### config.mk
export PLATFORM = sky130hd
export DESIGN_NAME = matrix_inverse_3x3_top
export DESIGN_NICKNAME = d
export VERILOG_FILES = /design/src/mi3_pkg.sv /design/src/matrix_inverse_3x3_top.sv /design/src/mi3_ram.sv /design/src/mi3_datapath.sv /design/src/mi3_ctrl.sv
export VERILOG_INCLUDE_DIRS = /design/src /design/src/src
export SDC_FILE = /design/constraint.sdc
export NUM_CORES = 2
export LEC_CHECK = 0
export BUFFER_PORTS_ARGS = -buffer_cell sky130_fd_sc_hd__buf_4
export CELL_PAD_IN_SITES_DETAIL_PLACEMENT = 1
export CELL_PAD_IN_SITES_GLOBAL_PLACEMENT = 1
export CORE_MARGIN = 2
export CORE_UTILIZATION = 47
export CTS_CLUSTER_DIAMETER = 60
export CTS_CLUSTER_SIZE = 40
export DETAILED_ROUTE_END_ITERATION = 10
export PLACE_DENSITY = 0.77
export SLEW_MARGIN = 20
export SYNTH_ARGS = -nofsm -noshare
export SYNTH_HDL_FRONTEND = slang
export SYNTH_SLANG_ARGS = --single-unit
### constraint.sdc
create_clock -name clk -period 14.8 [get_ports clk]
set_input_delay 1.48 -clock clk [delete_from_list [all_inputs] [get_ports clk]]
set_output_delay 1.48 -clock clk [all_outputs]
set_load 0.03 [all_outputs]
### src/matrix_inverse_3x3_top_assert.svh
// Assertion macros used by the matrix inverse controller.
// Depends on a clock named clk and a reset named rst in the including module.
`ifndef MATRIX_INVERSE_3X3_TOP_ASSERT_SVH
`define MATRIX_INVERSE_3X3_TOP_ASSERT_SVH

// Same-cycle implication, checked outside reset.
`define MI3_ASSERT_NOW(lbl, ante, cons) \
  lbl: assert property (@(posedge clk) disable iff (rst) (ante) |-> (cons)) \
    else $error("assertion failed");

// Next-cycle implication, checked outside reset.
`define MI3_ASSERT_NEXT(lbl, ante, cons) \
  lbl: assert property (@(posedge clk) disable iff (rst) (ante) |=> (cons)) \
    else $error("assertion failed");

`endif

### src/mi3_pkg.sv
// Types and constants for the matrix inverse block.
// No dependencies.
package mi3_pkg;

  localparam int DW = 32;
  localparam int MW = 49;
  localparam logic [DW-1:0] FX_ONE = 32'h0001_0000;

  typedef enum logic [4:0] {
    S_LOAD, S_INIT, S_PIV_RD, S_PIV_CAP, S_PIV_CHK,
    S_SW_RD, S_SW_CAP, S_SW_W1, S_SW_W2, S_RECIP,
    S_X_RD, S_X_CAP, S_OP_RD, S_OP_CAP, S_OP_MUL, S_OP_RND, S_OP_WR,
    S_OUT_RD, S_OUT_CAP, S_OUT_SHOW, S_SING
  } state_t;

  typedef enum logic [2:0] {
    WS_IN, WS_ONE, WS_ZERO, WS_HOLDA, WS_HOLDB, WS_SCALE, WS_ELIM
  } wsel_t;

  typedef struct packed {
    logic  we;
    logic  wr_to_b;
    wsel_t wsel;
    logic  cap;
    logic  xcap;
    logic  recip_start;
    logic  use_recip;
    logic  out_cap;
    logic  out_clr;
  } cmd_t;

  typedef struct packed {
    logic piv_zero;
    logic recip_done;
  } stat_t;

  // Saturate a magnitude with sign to a DW-bit two's complement word.
  function automatic logic [DW-1:0] sat_mag(input logic neg, input logic [MW-1:0] m);
    logic [MW-1:0] lim;
    logic [MW-1:0] mm;
    lim = neg ? (MW'(1) << (DW - 1)) : ((MW'(1) << (DW - 1)) - MW'(1));
    mm = (m > lim) ? lim : m;
    return neg ? (DW'(0) - mm[DW-1:0]) : mm[DW-1:0];
  endfunction

  function automatic logic [DW-1:0] mag_of(input logic [DW-1:0] a);
    return a[DW-1] ? (DW'(0) - a) : a;
  endfunction

  // Saturating difference a - b.
  function automatic logic [DW-1:0] sat_sub(input logic [DW-1:0] a, input logic [DW-1:0] b);
    logic signed [DW:0] d;
    d = $signed({a[DW-1], a}) - $signed({b[DW-1], b});
    if (d[DW] != d[DW-1]) begin
      return d[DW] ? {1'b1, {(DW-1){1'b0}}} : {1'b0, {(DW-1){1'b1}}};
    end
    return d[DW-1:0];
  endfunction

endpackage

### src/matrix_inverse_3x3_top.sv
// Top level of the Gauss-Jordan matrix inverse block.
// Depends on mi3_pkg, mi3_ctrl and mi3_datapath.
//
// This block inverts a DIM x DIM matrix of signed Q16.16 values. Requests carry
// one element each, in row-major order; the request with the last element
// starts the inversion. While an inversion runs the block takes no request.
// For each column the pivot row is swapped downward while the pivot is zero,
// scaled by a rounded reciprocal of the pivot, and used to clear the rows
// below; the rows above each pivot are then cleared, last column first. All
// products round to nearest with ties away from zero, and every result
// saturates. The nine inverse elements leave in row-major order with row and
// col tags and last on the final one; a matrix whose pivot stays zero yields
// a single result with singular and last set and a value of zero. While
// loading, in_ready stays high, so a request is taken whenever one is
// offered. A run writes the identity, reads, captures and checks each pivot,
// swaps rows element by element over both matrices by a read, a capture and
// a write to each row, and forms each reciprocal in a bit-serial divider, one
// quotient bit per cycle. Each element of a row operation is read, captured,
// multiplied, rounded and written back through the shared multiplier and the
// single write port of the matrix memory, which holds both matrices; each
// elimination first fetches its multiplier. Results wait for out_ready.
module matrix_inverse_3x3_top
  import mi3_pkg::*;
#(
  parameter int DIM = 3
) (
  input  logic                 clk,
  input  logic                 rst,
  input  logic                 in_valid,
  output logic                 in_ready,
  input  logic signed [DW-1:0] element,
  output logic                 out_valid,
  input  logic                 out_ready,
  output logic signed [DW-1:0] value,
  output logic [1:0]           row,
  output logic [1:0]           col,
  output logic                 singular,
  output logic                 last
);

  localparam int DEPTH = 2 * DIM * DIM;
  localparam int AW = $clog2(DEPTH);

  cmd_t          cmd;
  stat_t         stat;
  logic [AW-1:0] addr_a, addr_b;

  mi3_ctrl #(.DIM(DIM), .AW(AW)) u_ctrl (
    .clk(clk), .rst(rst),
    .in_valid(in_valid), .in_ready(in_ready),
    .out_valid(out_valid), .out_ready(out_ready),
    .row(row), .col(col), .singular(singular), .last(last),
    .cmd(cmd), .stat(stat), .addr_a(addr_a), .addr_b(addr_b)
  );

  mi3_datapath #(.AW(AW), .DEPTH(DEPTH)) u_dp (
    .clk(clk), .rst(rst), .cmd(cmd), .addr_a(addr_a), .addr_b(addr_b),
    .element(element), .stat(stat), .value(value)
  );

endmodule

### src/mi3_ram.sv
// Generic RAM: one write port, two registered read ports.
// No dependencies.
module mi3_ram #(
  parameter int WIDTH = 32,
  parameter int DEPTH = 18
) (
  input  logic                     clk,
  input  logic                     we,
  input  logic [$clog2(DEPTH)-1:0] waddr,
  input  logic [WIDTH-1:0]         wdata,
  input  logic [$clog2(DEPTH)-1:0] raddr_a,
  input  logic [$clog2(DEPTH)-1:0] raddr_b,
  output logic [WIDTH-1:0]         rdata_a,
  output logic [WIDTH-1:0]         rdata_b
);

  logic [WIDTH-1:0] mem [DEPTH];

  always_ff @(posedge clk) begin
    if (we) begin
      mem[waddr] <= wdata;
    end
    rdata_a <= mem[raddr_a];
    rdata_b <= mem[raddr_b];
  end

endmodule

### src/mi3_datapath.sv
// Datapath: matrix store, serial reciprocal, multiplier pipeline, output register.
// Depends on mi3_pkg and mi3_ram.
module mi3_datapath
  import mi3_pkg::*;
#(
  parameter int AW = 5,
  parameter int DEPTH = 18
) (
  input  logic                 clk,
  input  logic                 rst,
  input  cmd_t                 cmd,
  input  logic [AW-1:0]        addr_a,
  input  logic [AW-1:0]        addr_b,
  input  logic signed [DW-1:0] element,
  output stat_t                stat,
  output logic signed [DW-1:0] value
);

  logic [DW-1:0] qa, qb, opa, opb, xval, rval, mres, wdata, outv;
  logic [DW-1:0] dsor, ma, mb;
  logic [DW:0]   nsh, rem, trial, quo;
  logic [5:0]    rcnt;
  logic          rneg, pneg;
  logic [2*DW-1:0] prod, rsum;

  mi3_ram #(.WIDTH(DW), .DEPTH(DEPTH)) u_ram (
    .clk(clk), .we(cmd.we), .waddr(cmd.wr_to_b ? addr_b : addr_a), .wdata(wdata),
    .raddr_a(addr_a), .raddr_b(addr_b), .rdata_a(qa), .rdata_b(qb)
  );

  always_comb begin
    case (cmd.wsel)
      WS_IN:    wdata = element;
      WS_ONE:   wdata = FX_ONE;
      WS_ZERO:  wdata = '0;
      WS_HOLDA: wdata = opa;
      WS_HOLDB: wdata = opb;
      WS_SCALE: wdata = mres;
      WS_ELIM:  wdata = sat_sub(opa, mres);
      default:  wdata = '0;
    endcase
  end

  // Restoring divider for (2^32 + |p|/2) / |p|, one quotient bit per cycle.
  // The quotient keeps all 33 bits so that a pivot of one LSB saturates.
  assign trial = {rem[DW-1:0], nsh[DW]};

  always_ff @(posedge clk) begin
    if (rst) begin
      rcnt <= '0;
    end else if (cmd.recip_start) begin
      rcnt <= 6'(DW + 1);
    end else if (rcnt != '0) begin
      rcnt <= rcnt - 6'd1;
    end
  end

  always_ff @(posedge clk) begin
    if (cmd.recip_start) begin
      dsor <= mag_of(opa);
      rneg <= opa[DW-1];
      nsh  <= {1'b1, mag_of(opa) >> 1};
      rem  <= '0;
      quo  <= '0;
    end else if (rcnt != '0) begin
      nsh <= nsh << 1;
      if (trial >= {1'b0, dsor}) begin
        rem <= trial - {1'b0, dsor};
        quo <= {quo[DW-1:0], 1'b1};
      end else begin
        rem <= trial;
        quo <= {quo[DW-1:0], 1'b0};
      end
    end
    rval <= sat_mag(rneg, MW'(quo));
  end

  // Operand capture, multiply, then round and saturate.
  assign ma = cmd.use_recip ? mag_of(opa) : mag_of(opb);
  assign mb = cmd.use_recip ? mag_of(rval) : mag_of(xval);
  assign rsum = prod + (2*DW)'(32768);

  always_ff @(posedge clk) begin
    if (cmd.cap) begin
      opa <= qa;
      opb <= qb;
    end
    if (cmd.xcap) begin
      xval <= qa;
    end
    prod <= ma * mb;
    pneg <= (cmd.use_recip ? opa[DW-1] : opb[DW-1]) ^
            (cmd.use_recip ? rval[DW-1] : xval[DW-1]);
    mres <= sat_mag(pneg, MW'(rsum >> 16));
    if (cmd.out_clr) begin
      outv <= '0;
    end else if (cmd.out_cap) begin
      outv <= qa;
    end
  end

  assign stat.piv_zero   = (opa == '0);
  assign stat.recip_done = (rcnt == '0);
  assign value = outv;

endmodule

### src/mi3_ctrl.sv
// Controller state machine: sequences loading, pivoting, elimination and output.
// Depends on mi3_pkg and the assertion header.
`include "matrix_inverse_3x3_top_assert.svh"
module mi3_ctrl
  import mi3_pkg::*;
#(
  parameter int DIM = 3,
  parameter int AW = 5
) (
  input  logic          clk,
  input  logic          rst,
  input  logic          in_valid,
  output logic          in_ready,
  output logic          out_valid,
  input  logic          out_ready,
  output logic [1:0]    row,
  output logic [1:0]    col,
  output logic          singular,
  output logic          last,
  output cmd_t          cmd,
  input  stat_t         stat,
  output logic [AW-1:0] addr_a,
  output logic [AW-1:0] addr_b
);

  localparam int CELLS = DIM * DIM;
  localparam int IW = $clog2(DIM + 1);
  localparam logic [IW-1:0] DIM_I = IW'(DIM);
  localparam logic [IW-1:0] LAST_I = IW'(DIM - 1);

  state_t state, state_next;
  logic [IW-1:0] k, k_next, j, j_next, c, c_next;
  logic m, m_next, back, back_next, op_scale, op_scale_next;
  logic [IW-1:0] a_row, a_col;
  logic a_mat, pass_end;

  always_ff @(posedge clk) begin
    if (rst) begin
      state <= S_LOAD;
      k <= '0;
      j <= '0;
      c <= '0;
      m <= 1'b0;
      back <= 1'b0;
      op_scale <= 1'b0;
    end else begin
      state <= state_next;
      k <= k_next;
      j <= j_next;
      c <= c_next;
      m <= m_next;
      back <= back_next;
      op_scale <= op_scale_next;
    end
  end

  assign pass_end = m && (c == LAST_I);

  always_comb begin
    state_next = state;
    k_next = k;
    j_next = j;
    c_next = c;
    m_next = m;
    back_next = back;
    op_scale_next = op_scale;
    cmd = '0;
    cmd.wsel = WS_IN;
    cmd.use_recip = op_scale;
    unique case (state)
      S_LOAD: begin
        if (in_valid) begin
          cmd.we = 1'b1;
          c_next = (c == LAST_I) ? '0 : c + 1'b1;
          j_next = (c == LAST_I) ? j + 1'b1 : j;
          if (j == LAST_I && c == LAST_I) begin
            j_next = '0;
            state_next = S_INIT;
          end
        end
      end
      S_INIT: begin
        cmd.we = 1'b1;
        cmd.wsel = (j == c) ? WS_ONE : WS_ZERO;
        c_next = (c == LAST_I) ? '0 : c + 1'b1;
        j_next = (c == LAST_I) ? j + 1'b1 : j;
        if (j == LAST_I && c == LAST_I) begin
          k_next = '0;
          j_next = IW'(1);
          state_next = S_PIV_RD;
        end
      end
      S_PIV_RD: state_next = S_PIV_CAP;
      S_PIV_CAP: begin
        cmd.cap = 1'b1;
        state_next = S_PIV_CHK;
      end
      S_PIV_CHK: begin
        if (!stat.piv_zero) begin
          cmd.recip_start = 1'b1;
          state_next = S_RECIP;
        end else if (j < DIM_I) begin
          m_next = 1'b0;
          c_next = '0;
          state_next = S_SW_RD;
        end else begin
          cmd.out_clr = 1'b1;
          state_next = S_SING;
        end
      end
      S_SW_RD: state_next = S_SW_CAP;
      S_SW_CAP: begin
        cmd.cap = 1'b1;
        state_next = S_SW_W1;
      end
      S_SW_W1: begin
        cmd.we = 1'b1;
        cmd.wsel = WS_HOLDB;
        state_next = S_SW_W2;
      end
      S_SW_W2: begin
        cmd.we = 1'b1;
        cmd.wr_to_b = 1'b1;
        cmd.wsel = WS_HOLDA;
        c_next = (c == LAST_I) ? '0 : c + 1'b1;
        m_next = (c == LAST_I) ? ~m : m;
        state_next = S_SW_RD;
        if (pass_end) begin
          j_next = j + 1'b1;
          state_next = S_PIV_RD;
        end
      end
      S_RECIP: begin
        if (stat.recip_done) begin
          op_scale_next = 1'b1;
          m_next = 1'b0;
          c_next = '0;
          state_next = S_OP_RD;
        end
      end
      S_X_RD: state_next = S_X_CAP;
      S_X_CAP: begin
        cmd.xcap = 1'b1;
        state_next = S_OP_RD;
      end
      S_OP_RD: state_next = S_OP_CAP;
      S_OP_CAP: begin
        cmd.cap = 1'b1;
        state_next = S_OP_MUL;
      end
      S_OP_MUL: state_next = S_OP_RND;
      S_OP_RND: state_next = S_OP_WR;
      S_OP_WR: begin
        cmd.we = 1'b1;
        cmd.wsel = op_scale ? WS_SCALE : WS_ELIM;
        c_next = (c == LAST_I) ? '0 : c + 1'b1;
        m_next = (c == LAST_I) ? ~m : m;
        state_next = S_OP_RD;
        if (pass_end) begin
          op_scale_next = 1'b0;
          state_next = S_X_RD;
          if (back) begin
            // Upward pass: rows above pivot k, nearest first, last pivot first.
            if (j == '0) begin
              if (k == IW'(1)) begin
                j_next = '0;
                state_next = S_OUT_RD;
              end else begin
                k_next = k - 1'b1;
                j_next = k - IW'(2);
              end
            end else begin
              j_next = j - 1'b1;
            end
          end else if ((op_scale ? k : j) + 1'b1 < DIM_I) begin
            j_next = (op_scale ? k : j) + 1'b1;
          end else if (k + 1'b1 < DIM_I) begin
            k_next = k + 1'b1;
            j_next = k + IW'(2);
            state_next = S_PIV_RD;
          end else begin
            back_next = 1'b1;
            k_next = LAST_I;
            j_next = LAST_I - 1'b1;
          end
        end
      end
      S_OUT_RD: state_next = S_OUT_CAP;
      S_OUT_CAP: begin
        cmd.out_cap = 1'b1;
        state_next = S_OUT_SHOW;
      end
      S_OUT_SHOW: begin
        if (out_ready) begin
          c_next = (c == LAST_I) ? '0 : c + 1'b1;
          j_next = (c == LAST_I) ? j + 1'b1 : j;
          state_next = S_OUT_RD;
          if (j == LAST_I && c == LAST_I) begin
            j_next = '0;
            back_next = 1'b0;
            state_next = S_LOAD;
          end
        end
      end
      S_SING: begin
        if (out_ready) begin
          j_next = '0;
          c_next = '0;
          back_next = 1'b0;
          state_next = S_LOAD;
        end
      end
      default: state_next = S_LOAD;
    endcase
  end

  // Port A addresses the row read or written; port B the pivot row.
  always_comb begin
    a_row = j;
    a_col = c;
    a_mat = 1'b0;
    unique case (state)
      S_PIV_RD, S_PIV_CAP, S_PIV_CHK: begin
        a_row = k;
        a_col = k;
      end
      S_X_RD, S_X_CAP: a_col = k;
      S_SW_RD, S_SW_CAP, S_SW_W1, S_SW_W2: a_mat = m;
      S_OP_RD, S_OP_CAP, S_OP_MUL, S_OP_RND, S_OP_WR: begin
        a_mat = m;
        a_row = op_scale ? k : j;
      end
      S_INIT, S_OUT_RD, S_OUT_CAP, S_OUT_SHOW: a_mat = 1'b1;
      default: a_mat = 1'b0;
    endcase
  end

  assign addr_a = AW'(int'(a_mat) * CELLS + int'(a_row) * DIM + int'(a_col));
  assign addr_b = AW'(int'(m) * CELLS + int'(k) * DIM + int'(c));

  assign in_ready  = (state == S_LOAD);
  assign out_valid = (state == S_OUT_SHOW) || (state == S_SING);
  assign singular  = (state == S_SING);
  assign last      = singular || (j == LAST_I && c == LAST_I);
  assign row       = singular ? 2'd0 : 2'(j);
  assign col       = singular ? 2'd0 : 2'(c);

  `MI3_ASSERT_NOW(a_no_overlap, in_ready, !out_valid)
  `MI3_ASSERT_NOW(a_sing_last, out_valid && singular, last)
  `MI3_ASSERT_NEXT(a_recip_to_op, state == S_RECIP && stat.recip_done, state == S_OP_RD)

endmodule
==> results.sh <==
export IMPL_grt_util_met2_pct=54.9
export IMPL_std_cell_rows=155
export IMPL_final_area_mm2=0.0911
export IMPL_data_arrival_time_of_the_worst_path_ns=12.40
export IMPL_post_layout_nonfiller_instances=10200
export IMPL_cts_reportedPaths_clkPinSlew_ns=0.10
export IMPL_setup_violations=0
export IMPL_tritoncts_num_buffers=86
export IMPL_worst_skew_pair_late_latency_ns=0.74
export IMPL_start_kind="register"
export IMPL_fin_tns_setup_ns=0
export IMPL_cpPeakStageDelay_ns=0.68
export IMPL_detail_route_wl_per_cell_um=28.8
export IMPL_maxSlewViolCount=0
export IMPL_timing_critical_path_mode_cell="sky130_fd_sc_hd__fa_1"
export IMPL_layout_overhead_on_the_synthesized_area_pct=8.31
export IMPL_synth_area_mm2=0.0841
export IMPL_cts_root_to_sink_buffers=3
export IMPL_syn_inst=7863
export IMPL_hold_viol=0
export IMPL_globalRoute_totalOverflow=0
export IMPL_max_rail_drop_vdd_mv=0.138
export IMPL_htree_levels=3
export IMPL_netlist_top_cells_area="sky130_fd_sc_hd__edfxtp_1, sky130_fd_sc_hd__fa_1, sky130_fd_sc_hd__mux4_2"
export IMPL_synth_edff_count=736
export IMPL_detailedPlace_worstSlack_ns=3.18
export IMPL_combined_area_of_the_multi_input_logic_cells_mm2=0.0510
export IMPL_avgSynthCellArea_um2=10.7
export IMPL_largest_net_degree_at_the_start_of_global_routing=122
export IMPL_yosysUniqueCellTypes=83
export IMPL_fp_dieH_um=427
export IMPL_routed_wirelength_um=295000
export IMPL_initial_antenna_violation_count=7
export IMPL_finClkSkew_ns=0.0453
export IMPL_port_buffers=75
export IMPL_timing_worst_slew_pin_value_ns=1.26
export IMPL_post_synth_top_area_cell="sky130_fd_sc_hd__edfxtp_1"
export IMPL_run_status="finished clean"
export IMPL_final_min_period_over_clock_period_pct=79.7
export IMPL_cts_hold_buffers_added=0
export IMPL_setup_worst_path_class="register to register"
export IMPL_cts_root_buffer_cell="sky130_fd_sc_hd__clkbuf_16"
export IMPL_final_cell_mix="sky130_fd_sc_hd__inv_1, sky130_fd_sc_hd__nand2_1, sky130_fd_sc_hd__fa_1"
export IMPL_route_vias_total=62900
export IMPL_placed_area_mm2=0.0879
export IMPL_hold_path_class="register to register"
export IMPL_post_detailed_route_drc_marker_count=0
export IMPL_dp_cells=10100
export IMPL_post_cts_resize_count=0
export IMPL_timing_critical_path_required_ns=15.40
export IMPL_leakage_nw=38.4
export IMPL_sort_of_element_at_the_end_of_the_critical_path="register"
export IMPL_tritoncts="done"
export IMPL_detailed_place_hpwl_um=216000
export IMPL_mapped_nets=9218
export IMPL_use_met1_pct=40.2
export IMPL_power_density_mw_per_mm2=87.0
export IMPL_track_usage_pct=32.7
export IMPL_synth_yosys_seq_area_share_pct=33.3
export IMPL_die_width_um=427
export IMPL_initialDrtViolationCount=5585
export IMPL_setup_repair_after_global_routing_missed_its_margin="no"
export IMPL_synthDominantCellAreaShare_pct=26.3
export IMPL_slew_headroom_pct=15.4
export IMPL_clock_sinks=1033
export IMPL_via_per_inst=6.14
export IMPL_die_area_mm2=0.182
export IMPL_cpMaxStageDelayCell="sky130_fd_sc_hd__o21a_1"
export IMPL_design_core_area_mm2=0.178
export IMPL_post_route_cells_drive_above_1_share_pct=10.9
export IMPL_cts_post_setup_buffers_inserted=0
export IMPL_worst_path_max_fanout=16
export IMPL_grt_pass1_vias=68600
export IMPL_initial_standard_cell_utilization_of_the_core_pct=47.2
export IMPL_synth_seq_cells=1033
export IMPL_grtUsageMet3_pct=4.26
export IMPL_synth_yosys_warnings=0
export IMPL_grt_pass1_wl_um=442000
export IMPL_antenna_violating_nets_post_route=0
export IMPL_period_minus_slack_ns=11.79
export IMPL_timing_max_cap_violations=0
export IMPL_fill_cells=18900
export IMPL_final_nets=9159
export IMPL_setup_ws_ns=3.01
export IMPL_gp_routability_congestion=0.955
export IMPL_max_clock_freq_ghz=0.0848
export IMPL_report_power_total_mw=7.93
export IMPL_async_flop_share_pct=0
export IMPL_seqCellArea_mm2=0.0281
export IMPL_ys_dominant_reg_cell="sky130_fd_sc_hd__edfxtp_1"
export IMPL_layout_commonest_cell="sky130_fd_sc_hd__inv_1"
export IMPL_grt_busiest_layer="met2"
export IMPL_ios=76
export IMPL_dr_pass1_iters=6
==> worst paths after layout <==
path / start / endpoint / slack, ns / cells after the start
max: u_dp.opb[0] / u_dp.prod[49] / 3.01 / 35
min: u_dp.u_ram.rdata_b[26] / u_dp.opb[26] / 0.38 / 0
max reg2reg: u_dp.opb[0] / u_dp.prod[49] / 3.01 / 35
min reg2reg: u_dp.u_ram.rdata_b[26] / u_dp.opb[26] / 0.38 / 0
==> worst max-delay path: cells and delay by family (launching register included) <==
| family | cells | cell delay, ns |
|---|---|---|
| fa+ha+maj | 10 | 4.76 |
| compound gates | 11 | 3.30 |
| simple gates | 9 | 2.41 |
| flops | 1 | 0.45 |
| xor+xnor | 2 | 0.38 |
| buf+inv | 3 | 0.33 |
==> cells in the mapped netlist (33+ instances only) <==
cell type                  count
sky130_fd_sc_hd__ha_1        418
sky130_fd_sc_hd__nand4_1      51
sky130_fd_sc_hd__o21a_1       69
sky130_fd_sc_hd__a21oi_1     283
sky130_fd_sc_hd__edfxtp_1    736
sky130_fd_sc_hd__inv_1      1042
sky130_fd_sc_hd__dfxtp_1     297
sky130_fd_sc_hd__o31ai_1      38
sky130_fd_sc_hd__fa_1        901
sky130_fd_sc_hd__o21ai_0     291
sky130_fd_sc_hd__buf_1        33
sky130_fd_sc_hd__a21o_1       92
sky130_fd_sc_hd__mux2i_1     121
sky130_fd_sc_hd__mux4_2      320
sky130_fd_sc_hd__nand2b_1     59
sky130_fd_sc_hd__xor2_1      123
sky130_fd_sc_hd__clkbuf_1    343
sky130_fd_sc_hd__nand3_1      74
sky130_fd_sc_hd__o211ai_1     42
sky130_fd_sc_hd__xnor2_1     148
sky130_fd_sc_hd__nor3_1       68
sky130_fd_sc_hd__nor2_1      799
sky130_fd_sc_hd__or4_1        38
sky130_fd_sc_hd__nand2_1    1001
==> where the power goes <==
group	internal (mW)	switching, mW
sequential	3.37	0.262
clock	1.23	1.32
combinational	0.717	1.02
total	5.32	2.61
==> cells by family (layout without fill, tap and decap cells) <==
family / after synthesis / count (layout) / share of synthesized area [%]
adder cells (fa/ha/maj): 1319 / 1319 / 27.7
multiplexers: 457 / 457 / 10.2
flip-flops: 1033 / 1033 / 33.3
AND/OR/NAND/NOR: 2271 / 2271 / 11.5
AO/OA/AOI/OAI: 1061 / 1061 / 7.89
other: 0 / 4 / 0
buffers and inverters: 1451 / 1465 / 6.54
XOR/XNOR: 271 / 271 / 2.82
==> cell type report <==
cell class              instances  area share, %
diodes                          4         0.0110
clock inverters                70           1.05
multi-input cells            5379           56.0
inverters                    1043           4.30
repair buffers                261           2.19
clock buffers                  91           2.43
flip-flops and latches       1033           30.8
well taps                    2355           3.23
==> flip-flops by register name, summed over array words and instances, names as in the netlist, 2 cells and up <==
signal / cells
u_dp.u_ram.mem: 576
u_dp.prod: 49
u_dp.nsh: 33
u_dp.quo: 33
u_dp.dsor: 32
u_dp.mres: 32
u_dp.opa: 32
u_dp.opb: 32
u_dp.rem: 32
u_dp.rval: 32
u_dp.u_ram.rdata_a: 32
u_dp.u_ram.rdata_b: 32
u_dp.value: 32
u_dp.xval: 32
u_dp.rcnt: 6
u_ctrl.state: 5
u_ctrl.c: 2
u_ctrl.j: 2
u_ctrl.k: 2
==> stage by stage <==
stage | hold slack (ns) | utilization [%]
6_report | 0.381 | 51.1
5_1_grt | 0.390 | 51.1
4_1_cts | 0.385 | 51.1
3_5_place_dp | 0.390 | 49.3
3_3_place_gp | 0.386 | 49.3
2_1_floorplan | 0.386 | -
==> layer usage <==
metal	vias to the layer above	wire (um)
li1	26500	-
met1	32600	110000
met3	808	21400
met4	4	21400
met5	-	21
met2	3013	142000
Note: power is estimated with default switching activity, not from simulation.
